===== src/hdl/ppp_pkg.sv =====
// Shared types and constants of the particle pair block.
// No dependencies; the store, compare and top-level files import this package.
`default_nettype none

package ppp_pkg;

  localparam int COORD_W    = 16;  // Q8.8 position and mass width
  localparam int IDX_W      = 6;   // width of the index fields of a result
  localparam int SQ_W       = 32;  // square of one coordinate difference
  localparam int RAD_W      = 17;  // twice the mass
  localparam int DIST_W     = 34;  // sum of three squares, square of the radius
  localparam int IN_DATA_W  = 64;
  localparam int OUT_DATA_W = 16;

  typedef logic [COORD_W-1:0] coord_t;

  typedef struct packed {
    coord_t x;
    coord_t y;
    coord_t z;
    coord_t mass;
  } particle_t;

  // A pipeline slot or a pending pair: valid flag and earlier particle index.
  typedef struct packed {
    logic             valid;
    logic [IDX_W-1:0] index;
  } tag_t;

endpackage

`default_nettype wire


===== src/hdl/ppp_store.sv =====
// Particle memory of the pair block: one write port, one registered read port.
// Depends on ppp_pkg for the particle record type.
`default_nettype none

module ppp_store #(
  parameter int DEPTH  = 64,
  parameter int ADDR_W = 6
) (
  input  wire logic               clk,
  input  wire logic               wr_en,
  input  wire logic [ADDR_W-1:0]  wr_addr,
  input  wire ppp_pkg::particle_t wr_data,
  input  wire logic               rd_en,
  input  wire logic [ADDR_W-1:0]  rd_addr,
  output ppp_pkg::particle_t      rd_data
);
  import ppp_pkg::*;

  particle_t mem_r [DEPTH];
  particle_t rd_data_r;

  always_ff @(posedge clk) begin
    if (wr_en) begin
      mem_r[wr_addr] <= wr_data;
    end
    if (rd_en) begin
      rd_data_r <= mem_r[rd_addr];
    end
  end

  assign rd_data = rd_data_r;

endmodule

`default_nettype wire


===== config.mk =====
export PLATFORM = sky130hd
export DESIGN_NAME = ppp_store
export DESIGN_NICKNAME = d
export VERILOG_FILES = /design/src/hdl/ppp_pkg.sv /design/src/hdl/ppp_store.sv
export SDC_FILE = /design/constraint.sdc
export NUM_CORES = 2
export LEC_CHECK = 0
export CAP_MARGIN = 20
export CORE_MARGIN = 2
export CORE_UTILIZATION = 40
export DETAILED_ROUTE_END_ITERATION = 10
export DONT_BUFFER_PORTS = 1
export GPL_ROUTABILITY_DRIVEN = 0
export GPL_TIMING_DRIVEN = 0
export PLACE_DENSITY = 0.56
export SYNTH_ARGS = -nofsm -noshare
export SYNTH_HDL_FRONTEND = slang
export SYNTH_SLANG_ARGS = --single-unit

===== constraint.sdc =====
create_clock -name clk -period 9.4 [get_ports clk]
set_clock_uncertainty 0.2 [all_clocks]
set_input_delay 0.94 -clock clk [delete_from_list [all_inputs] [get_ports clk]]
set_output_delay 0.94 -clock clk [all_outputs]
set_load 0.005 [all_outputs]

-- Word level (Yosys, flattened, before mapping)
Memory sizes are Yosys's and may differ from the RTL's. A register that Yosys moved wholly into a read port is not among the register bits.
Cells that the tools add are included.
- register bits after elaboration: 0
- memory bits (writable): 4096
- input port bits: 79
- output and inout bits: 64
- word-level logic and storage cells: 3
- memories kept: 1
- memories (memory ; depth ; bits a word ; rd ports ; clocked after Yosys merged registers in ; wr ports ; line ; text):
    mem_r ; 64 ; 64 ; 1 ; 1 ; 1 ; ppp_store.sv:19 ; particle_t mem_r [DEPTH];
- muxes and demuxes: 2
- operators by type and width (kind ; count):
    $mux W1 ; 2

-- Logic depth before layout (Yosys ltp)
- depth after elaboration: 2
- gate-level depth with buffers: 9
- depth with buffers taken out: 5

-- Worst setup path before layout
Ideal clock, no wire load.
- path kind: input port to flip-flop
- from: input wr_addr[3]
- to: memory mem_r[48][0] (netlist bit), enable pin
- library setup time: 0.564 ns
- arrival time: 5.812 ns
- required time: 8.636 ns
- path slack: 2.824 ns
- stages: 4
- path buffers: 1
- cells stage by stage: clkbuf_1 nor2b_1 nand4b_1 nor3_1
- RTL lines (what ; line ; text):
    start, declared ; ppp_store.sv:11 ; input wire logic [ADDR_W-1:0] wr_addr,
    end, declared ; ppp_store.sv:19 ;
Straight into the memory's write port.

==> metrics.txt <==
Synth top area share between 70% and 80%; register area approximately 120,000 µm²; # DRC 0; die height 630 µm; row cnt between 200 and 250; layout cells sized above 1 28.6%; Pleak ~0.057 µW; Hold Path Class in2reg; Die W between 600 and 700 µm; vias per std cell 5.87; total gr overflow 0; WHS Path Cells 1; CTS max path bufs 4; combinational family with the most area after synthesis multiplexers; Synth cell types 32; status completed; Initial Utilization between 40% and 50%; # resized after CTS 0; number of synthesized flops with an enable pin around 4,200; Synth Area in Adders 0%; final core utilization a little under half; critical path startpoint category input port; Slew Limit Fails 0; crit-path max FO 10; TritonCTS clock tree done; vias roughly 76,000; CTS Buf Count 419; Initial DRC Count a little under 10,000; Worst Path Arrival between 5 and 6 ns; core area between 300,000 and 400,000 µm²; flops & latches, synth 4,160; initial antenna violation count 31; Synth warnings 0; Synth Area in XOR/XNOR 0%; first-pass GRT wire length 615,000 µm; peak supply drop 0.149 mV; Sum Neg Setup Slack 0 ns; synthesized cell area 157,000 µm²; Detailed Place HPWL roughly 300,000 µm; Fin. Hold Viols 0; H-tree levels 5; most frequent cell after synthesis edfxtp_1; Synth Area in Compound Gates around 2.5%; clk root buf clkbuf_16; WHS around 0.12 ns; Critical Path RT ~9.8 ns; P&R area growth vs syn 16.8%; RSZ-0062 raised after global routing no; Routed WL per cell between 30 and 40 µm; min Tclk post-route 4.94 ns; period utilisation layout between 50% and 60%; relative slew slack ~10%; overall power just under 40,000 µW; setup bufs post-CTS 0; die area 397,000 µm²; Detail Route Antenna Nets 0; Syn Area/Cell 23.8 µm²; Yosys top cell by area edfxtp_1; CTS sink count 4,160; area occupied by multi-input gates a little over 30,000 µm²; total routed wirelength approximately 450,000 µm; power per cell area about 210 nW/µm²; total track usage 22.2%; largest net degree at the start of global routing 65; WS Path Type in2reg; crit end category flip-flop; Area contributors post-synth edfxtp_1, mux4_2, mux2i_1, a22oi_1, buf_2; # fillers about 32,000; clock-pin slew on the worst setup and hold paths ~0.060 ns; io pins between 100 and 150; fin nets between 7,000 and 8,000; maxcap violations 0; mux contribution to synthesized area ~16%; Synth Net Count around 6,700; Least-Margin Pin Slew 1.34 ns; Worst-Skew Late Latency 0.98 ns; dominant synthesized flop cell edfxtp_1; register area share after synthesis between 70% and 80%; DRT Pass-1 Iters 5; Fmax ~200 MHz; Synth Area in Simple Gates about 1.2%; port bufs 0; Gate Count Post-Synth about 6,600; ys async rst share 0%; R2R depth 5; top post-synthesis cells by count edfxtp_1, mux4_2, buf_2, a22oi_1, clkbuf_1; setup violators final 0; Hold-fix buffers, CTS 66; vias in the first global route around 76,000
## flip-flops by register name, summed over array words and instances, names as in the netlist
signal,flops
mem_r,4096
rd_data,64
## logic make-up after synthesis
group / Yosys count
muxes: 1159
DFF: 4160
AOI/OAI and AO/OA: 504
and+or+nand+nor: 386
buffers and inverters: 389
## critical path, cell delays in order
cell and delay (ns):
buf_2 0.28, buf_4 0.35, buf_2 0.58, buf_2 0.75, buf_4 0.38, mux2i_1 0.14, o22ai_1 0.59, a31oi_1 0.33
a211oi_1 0.91
## power breakdown
part	total, µW	switching [µW]	internal [µW]
registers	20600	48.0	20600
logic	2060	1340	715
clock network	16200	6970	9210
## cell usage in the layout, fill, tap and decap left out, types with 64 or more instances in the layout
| cell type | Yosys | layout |
|---|---|---|
| and3_1 | 64 | 64 |
| a22oi_1 | 168 | 168 |
| clkbuf_16 | 0 | 425 |
| buf_16 | 0 | 93 |
| a22o_1 | 88 | 88 |
| clkinv_2 | 0 | 72 |
| mux4_2 | 1024 | 1024 |
| clkinv_1 | 0 | 95 |
| buf_12 | 0 | 166 |
| o22ai_1 | 83 | 83 |
| mux2i_1 | 135 | 135 |
| edfxtp_1 | 4160 | 4160 |
| buf_2 | 170 | 172 |
| clkbuf_1 | 140 | 235 |
## metrics by stage
step | worst slack [ns] | instances | cell area (µm²)
global placement | -4.52 | 11800 | 164000
floorplan | 2.82 | 6598 | 157000
global route | 4.79 | 12900 | 183000
finish | 4.46 | 12900 | 183000
CTS | 4.69 | 12900 | 183000
detailed placement | 3.66 | 12000 | 168000
## worst paths after layout
kind,startpoint,end,slack (ns)
worst max register to register,mem_r[55][15]$_DFFE_PP_,rd_data[15]$_DFFE_PP_,6.22
worst min-delay path,wr_data[38],mem_r[31][38]$_DFFE_PP_,0.12
worst min register to register,mem_r[62][46]$_DFFE_PP_,rd_data[46]$_DFFE_PP_,0.77
worst max-delay path,rd_addr[2],rd_data[6]$_DFFE_PP_,4.46
## per-layer routing
metal | track usage (%) | vias up | wire, µm
li1 | - | 30100 | -
met1 | 30.4 | 41500 | 178000
met2 | 36.3 | 3396 | 217000
met3 | 3.76 | 653 | 34600
met4 | 7.30 | 2 | 16500
met5 | 0 | - | 8
## layout make-up
class / instances / area share, %
diodes: 20 / 0.0273
repair buffers: 295 / 3.40
clock inverters: 230 / 1.14
plain buffers: 370 / 0.972
inverters: 19 / 0.0389
clock buffers: 526 / 6.01
multi-input cells: 2049 / 16.7
well taps: 5220 / 3.56
flip-flops and latches: 4160 / 68.1
Power figures use the tool's default switching activity.
