==> config.mk <==
export PLATFORM = sky130hd
export DESIGN_NAME = ppp_cmp
export DESIGN_NICKNAME = d
export VERILOG_FILES = /design/src/hdl/ppp_pkg.sv /design/src/hdl/ppp_cmp.sv
export SDC_FILE = /design/constraint.sdc
export NUM_CORES = 2
export LEC_CHECK = 0
export CAP_MARGIN = 20
export CORE_AREA = 10 10 275 277
export DETAILED_ROUTE_END_ITERATION = 10
export DIE_AREA = 0 0 285 287
export DONT_BUFFER_PORTS = 1
export GPL_TIMING_DRIVEN = 0
export PLACE_DENSITY = 0.75
export SYNTH_ARGS = -nofsm -noshare
export SYNTH_HDL_FRONTEND = slang
export SYNTH_SLANG_ARGS = --single-unit
export TNS_END_PERCENT = 10
==> constraint.sdc <==
create_clock -name clk -period 12.1 [get_ports clk]
set_input_delay 2.42 -clock clk [delete_from_list [all_inputs] [get_ports clk]]
set_output_delay 2.42 -clock clk [all_outputs]
set_load 0.01 [all_outputs]
==> src/hdl/ppp_pkg.sv <==
// Shared types and constants of the particle pair block.
// No dependencies; the store, compare and top-level files import this package.
`default_nettype none

package ppp_pkg;

  localparam int COORD_W    = 16;  // Q8.8 position and mass width
  localparam int IDX_W      = 6;   // width of the index fields of a result
  localparam int SQ_W       = 32;  // square of one coordinate difference
  localparam int RAD_W      = 17;  // twice the mass
  localparam int DIST_W     = 34;  // sum of three squares, square of the radius
  localparam int IN_DATA_W  = 64;
  localparam int OUT_DATA_W = 16;

  typedef logic [COORD_W-1:0] coord_t;

  typedef struct packed {
    coord_t x;
    coord_t y;
    coord_t z;
    coord_t mass;
  } particle_t;

  // A pipeline slot or a pending pair: valid flag and earlier particle index.
  typedef struct packed {
    logic             valid;
    logic [IDX_W-1:0] index;
  } tag_t;

endpackage

`default_nettype wire

==> src/hdl/ppp_cmp.sv <==
// Pipelined distance compare unit, shared by all stored particles of a scan.
// Depends on ppp_pkg; takes one stored particle per advancing cycle.
`default_nettype none

module ppp_cmp (
  input  wire logic               clk,
  input  wire logic               rst_n,
  input  wire logic               advance,
  input  wire ppp_pkg::tag_t      in_tag,
  input  wire ppp_pkg::particle_t ref_p,
  input  wire ppp_pkg::coord_t    px,
  input  wire ppp_pkg::coord_t    py,
  input  wire ppp_pkg::coord_t    pz,
  output ppp_pkg::tag_t           hit_tag,
  output logic                    busy
);
  import ppp_pkg::*;

  logic [COORD_W:0]   dx, dy, dz;
  logic [COORD_W:0]   adx, ady, adz;
  logic [COORD_W-1:0] adx_r, ady_r, adz_r;
  logic [RAD_W-1:0]   rad_r;
  tag_t               tag2_r, tag3_r;
  logic [SQ_W-1:0]    sqx_r, sqy_r, sqz_r;
  logic [DIST_W-1:0]  rsq_r;
  logic [DIST_W-1:0]  dist_sq;

  // Differences are taken one bit wider; their magnitude always fits 16 bits.
  always_comb begin
    dx  = {px[COORD_W-1], px} - {ref_p.x[COORD_W-1], ref_p.x};
    dy  = {py[COORD_W-1], py} - {ref_p.y[COORD_W-1], ref_p.y};
    dz  = {pz[COORD_W-1], pz} - {ref_p.z[COORD_W-1], ref_p.z};
    adx = dx[COORD_W] ? (~dx + (COORD_W+1)'(1)) : dx;
    ady = dy[COORD_W] ? (~dy + (COORD_W+1)'(1)) : dy;
    adz = dz[COORD_W] ? (~dz + (COORD_W+1)'(1)) : dz;
  end

  always_ff @(posedge clk) begin
    if (!rst_n) begin
      tag2_r <= '0;
      tag3_r <= '0;
    end else if (advance) begin
      tag2_r <= in_tag;
      tag3_r <= tag2_r;
    end
  end

  always_ff @(posedge clk) begin
    if (advance) begin
      adx_r <= adx[COORD_W-1:0];
      ady_r <= ady[COORD_W-1:0];
      adz_r <= adz[COORD_W-1:0];
      rad_r <= {ref_p.mass, 1'b0};
      sqx_r <= SQ_W'(adx_r) * SQ_W'(adx_r);
      sqy_r <= SQ_W'(ady_r) * SQ_W'(ady_r);
      sqz_r <= SQ_W'(adz_r) * SQ_W'(adz_r);
      rsq_r <= DIST_W'(rad_r) * DIST_W'(rad_r);
    end
  end

  assign dist_sq       = DIST_W'(sqx_r) + DIST_W'(sqy_r) + DIST_W'(sqz_r);
  assign hit_tag.valid = tag3_r.valid && (dist_sq < rsq_r);
  assign hit_tag.index = tag3_r.index;
  assign busy          = tag2_r.valid || tag3_r.valid;

endmodule

`default_nettype wire

# Yosys cells after proc, flatten, opt, wreduce, memory -nomap -nowiden
# Index checks and enable logic that the tools add are counted.
dict set report word_totals {
  register_bits 208
  latchBits 0
  mem_bits_rw 0
  romBits 0
  inputBits 122
  output_inout_bits 8
  mem_count 0
}
dict set report classes {
  add_sub_neg 8
  mul 4
  div 0
  order_cmp 1
  eq_ne 0
  shift 0
  mux 3
  bitwise 3
  n_reduce_logical 2
}
# cell count
set ops {}
lappend ops {{multiplier 16 x 16 -> 32 bit} 4}
lappend ops {{subtractor 16 x 16 -> 17 bit} 3}
lappend ops {{adder 16 x 1 -> 16 bit (second input constant)} 3}
lappend ops {{2-to-1 mux 16 bit} 3}
lappend ops {{inverter 16 bit} 3}
lappend ops {{adder 33 x 32 -> 34 bit} 1}
lappend ops {{< comparator 34 bit} 1}
lappend ops {{adder 32 x 32 -> 33 bit} 1}
lappend ops {{logical AND 1 bit} 1}
lappend ops {{logical OR 1 bit} 1}

# Depth between registers and ports, before layout
dict set report depth {
  depth_word 4
  ltp_mapped 26
  depth_no_buf 24
}

# Worst setup path after synthesis
# OpenSTA, ideal clock, no wires.
dict set report synth_timing {
  path_kind {register to output}
  from {register sqx_r[4]}
  to {output hit_tag[6] (netlist bit)}
  arrival_time_ns 4.264
  required_ns 9.680
  setup_slack_ns 5.416
  path_stages_with_launch 22
  path_cell_list {edfxtp_1 -> fa_1 -> ha_1 -> o21ai_0 -> o21ai_0 -> and2_1 -> o31a_1 -> and2_1 -> o21ai_0 -> nand2b_1 -> a21oi_1 -> xnor2_1 -> ha_1 -> a21o_1 -> a21o_1 -> a21o_1 -> a21o_1 -> a21o_1 -> a21o_1 -> a21oi_1 -> o21ai_0 -> a21oi_1}
}
# element line
set synth_rtl {}
lappend synth_rtl {{from (decl)} ppp_cmp.sv:24} ;# logic [SQ_W-1:0] sqx_r, sqy_r, sqz_r;
lappend synth_rtl {{from (signal assigned)} ppp_cmp.sv:54} ;# sqx_r <= SQ_W'(adx_r) * SQ_W'(adx_r);
lappend synth_rtl {{to (decl)} ppp_cmp.sv:14} ;# output ppp_pkg::tag_t hit_tag,

==> metrics.yaml <==
path_max_fanout: 5
preCtsSetupSlack_ps: 4400
violation_count_after_the_first_detailed_route_iteration: 1690
path_clk_slew_ps: 80
antenna_left: 0
cts_inserted_buffers: 17
cp-end-kind: "output pin"
worst_ep_arrival_time_ps: 5600
fraction_of_registers_with_async_set_reset: 0
fillers: 5912
maxCapViolations: 0
insertion_delay_ps: 510
ys.flop_type: "sky130_fd_sc_hd__edfxtp_1"
crit_path_cell_trace: "fa_1 -> ha_1 -> o21ai_0 -> o21ai_0 -> a31o_2 -> nand4_1 -> a31oi_1 -> a21oi_1 -> o21ai_0 -> xor2_1 -> ha_1 -> a21o_1 -> a21oi_1 -> nand2b_1 -> a21oi_1 -> o21ai_0 -> a21oi_1"
core_sq_um: 69800
synth.most_common_cell: "sky130_fd_sc_hd__inv_1"
leading_area_contributor_after_synthesis: "sky130_fd_sc_hd__fa_1"
antenna_violations_before_repair: 0
yosys-top-cells-area: "sky130_fd_sc_hd__fa_1 33%, sky130_fd_sc_hd__ha_1 16%, sky130_fd_sc_hd__edfxtp_1 13%"
critical-path-slowest-cell: "sky130_fd_sc_hd__o21ai_0"
num_antenna_cells: 0
place_hpwl_mm: 75.8
sink_count: 199
htree_levels: 4
placed_cells: 5382
tightest_slew_ps: 902
routability_congestion_estimate_from_global_placement: 0.916
finish.net_count: 5782
floorplan.die_area_sq_um: 81800
timing_hold_violations_final: 0
ys_seq_area_frac: 0.141
syn_area_per_cell_sq_um: 9.35
endpoint_required_time_on_the_critical_path_ps: 9680
worst-r2r-cell-count: 23
reg2reg_setup_slack_ps: 4280
leading_post_synthesis_cells_by_instance_count: "1110 x sky130_fd_sc_hd__inv_1, 682 x sky130_fd_sc_hd__fa_1, 517 x sky130_fd_sc_hd__ha_1"
skew_ps: 22.2
hold_buffer_count_at_cts: 0
avgViaCountPerCell: 5.46
timing_max_transition_violations_final: 0
syn-cell-area_sq_um: 41500
max_clock_freq_mhz: 125
hp-start: "tag2_r[4]$_SDFFE_PN0P_"
hold_depth: 2
tns_ps: 0
cts_repair_resize_count: 0
post_route_cells_drive_above_1_share: 0.0241
route.final.wire_length_mm: 90.5
worstSetupPathType: "reg -> out"
syn-instance-count: 4440
ys.warnings.count: 0
worst_setup_path_start_kind: "register"
hold_class: "reg -> reg"
floorplan.rows: 97
rr_endpoint: "rsq_r[31]$_DFFE_PP_"
final_period_minus_worst_setup_slack_ps: 8020
netlist-cell-type-count: 94
post-cts-setup-buffer-count: 0
starting_utilization_of_the_core_area: 0.595
synth_enable_flop_cells: 185
route.vias.total: 29600
ios: 130
drc: 0
slew_margin_rel: 0.391
maximum_number_of_pins_on_one_net_before_global_route_repair: 187
drt_first_pass_iters: 5
grt_pass1_vias: 31200
crit_path_max_incr_delay_ps: 550
min_delay_worst_endpoint: "tag2_r[4]$_SDFFE_PN0P_"
rsz0062_at_grt: "no"
cts.path.max_buffers: 2
area.growth.synth_to_final_pct: 4.16
setup_viol: 0
grt_pass1_wl_mm: 153
die_h_um: 287
gr-total-overflow: 0
tritoncts: "built"
fin_cells: 5414
worstReg2RegStart: "rad_r[2]$_DFFE_PP_"
total_routing_resource_utilization_after_global_routing: 0.229
synth.ff_latch_count: 199
placement.io_buffers: 0
detail_route.wl_per_cell_um: 16.7
run_status: "finished clean"
post-route-worst-setup-slack_ps: 4080
dieWidth_um: 285
synth_top_area_share: 0.329
clockRootBuffer: "sky130_fd_sc_hd__clkbuf_16"
layout_worst_path_cycle_share: 0.663
[cell families (layout without fill, tap and decap cells)]
kind of cell,count (synthesis),after routing,share of synthesized area
buf+inv,1211,1243,0.110
fa+ha+maj,1199,1199,0.484
simple gates,1010,1010,0.119
compound gates,562,562,0.0906
xor+xnor,234,234,0.0495
flops,199,199,0.141
mux,24,24,0.00596
other cells,1,3,0.0000903
[routing by layer]
| layer | vias to the layer above | GRT usage | wire (um) |
|---|---|---|---|
| met5 | - | 0 | 0 |
| met4 | 0 | 0.0650 | 2230 |
| met3 | 159 | 0.0270 | 4670 |
| met2 | 743 | 0.401 | 45300 |
| met1 | 14700 | 0.297 | 38300 |
| li1 | 14000 | - | - |
[through the flow]
| stage | utilization | hold WS, ps | cell area (sq um) |
|---|---|---|---|
| 2_1_floorplan | - | 482 | 41500 |
| 3_3_place_gp | 0.612 | 496 | 42700 |
| 3_5_place_dp | 0.612 | 506 | 42700 |
| 4_1_cts | 0.620 | 523 | 43300 |
| 5_1_grt | 0.620 | 558 | 43300 |
| 6_report | 0.620 | 521 | 43300 |
[how the worst max path moves through the flow]
stage,startpoint,endpoint,slack (ps),cells after the start
after floorplan,sqx_r[4]$_DFFE_PP_,hit_tag[6],5420,21
after global placement,rad_r[7]$_DFFE_PP_,rsq_r[31]$_DFFE_PP_,4430,24
after detailed placement,rad_r[2]$_DFFE_PP_,rsq_r[31]$_DFFE_PP_,4400,23
after CTS,sqx_r[4]$_DFFE_PP_,hit_tag[6],4110,21
after global routing,rad_r[2]$_DFFE_PP_,rsq_r[31]$_DFFE_PP_,3890,23
final,sqx_r[4]$_DFFE_PP_,hit_tag[6],4080,17
[worst max-delay path: cells and delay by family, from the launching register on]
kind	cells	cell delay, ps
XOR/XNOR	1	380
adder cells (fa/ha/maj)	3	1170
flip-flops	1	460
AND/OR/NAND/NOR	2	230
AO/OA/AOI/OAI	11	2840
[registers in the layout, indices dropped and copies added, names as in the netlist, 6 cells and up]
signal / flops
hit_tag: 6
ady_r: 16
rad_r: 16
tag2_r: 7
sqy_r: 30
adz_r: 16
sqx_r: 30
sqz_r: 30
rsq_r: 31
adx_r: 16
[cells in the final DEF (no fill, tap or decap), types with 9 or more instances in the layout]
cell                           n
sky130_fd_sc_hd__o31ai_1       9
sky130_fd_sc_hd__xor2_1       78
sky130_fd_sc_hd__fa_1        682
sky130_fd_sc_hd__and2_1      169
sky130_fd_sc_hd__and3_1       28
sky130_fd_sc_hd__nand4_1      23
sky130_fd_sc_hd__o211ai_1     17
sky130_fd_sc_hd__o21ai_0      79
sky130_fd_sc_hd__edfxtp_1    185
sky130_fd_sc_hd__nor3_1       42
sky130_fd_sc_hd__mux2i_1      18
sky130_fd_sc_hd__a21o_1       86
sky130_fd_sc_hd__clkbuf_1     88
sky130_fd_sc_hd__o21ai_1      15
sky130_fd_sc_hd__dfxtp_1      14
sky130_fd_sc_hd__nand2b_1     35
sky130_fd_sc_hd__a31o_2       14
sky130_fd_sc_hd__a31oi_1      23
sky130_fd_sc_hd__o21bai_1     18
sky130_fd_sc_hd__a21oi_1     159
sky130_fd_sc_hd__nand3_1      36
sky130_fd_sc_hd__or3_1        12
sky130_fd_sc_hd__or2_2        20
sky130_fd_sc_hd__nor2b_1      49
sky130_fd_sc_hd__nand2_1     374
sky130_fd_sc_hd__a211oi_1     23
sky130_fd_sc_hd__clkbuf_16    17
sky130_fd_sc_hd__nor2_1      181
sky130_fd_sc_hd__inv_1      1110
sky130_fd_sc_hd__ha_1        517
sky130_fd_sc_hd__o21a_1       30
sky130_fd_sc_hd__xnor2_1     155
[final cells by class]
cell class,count,area [sq um],area share
clock inverter,15,119,0.00275
sequential,199,5840,0.135
inverter,1112,4170,0.0965
buffer,99,399,0.00923
clock buffer,17,425,0.00983
multi-input combinational,3032,31100,0.720
tap,940,1180,0.0272
Power is not shown: default switching activity piles up to over one toggle a cycle in this logic, so the estimate is an artifact.
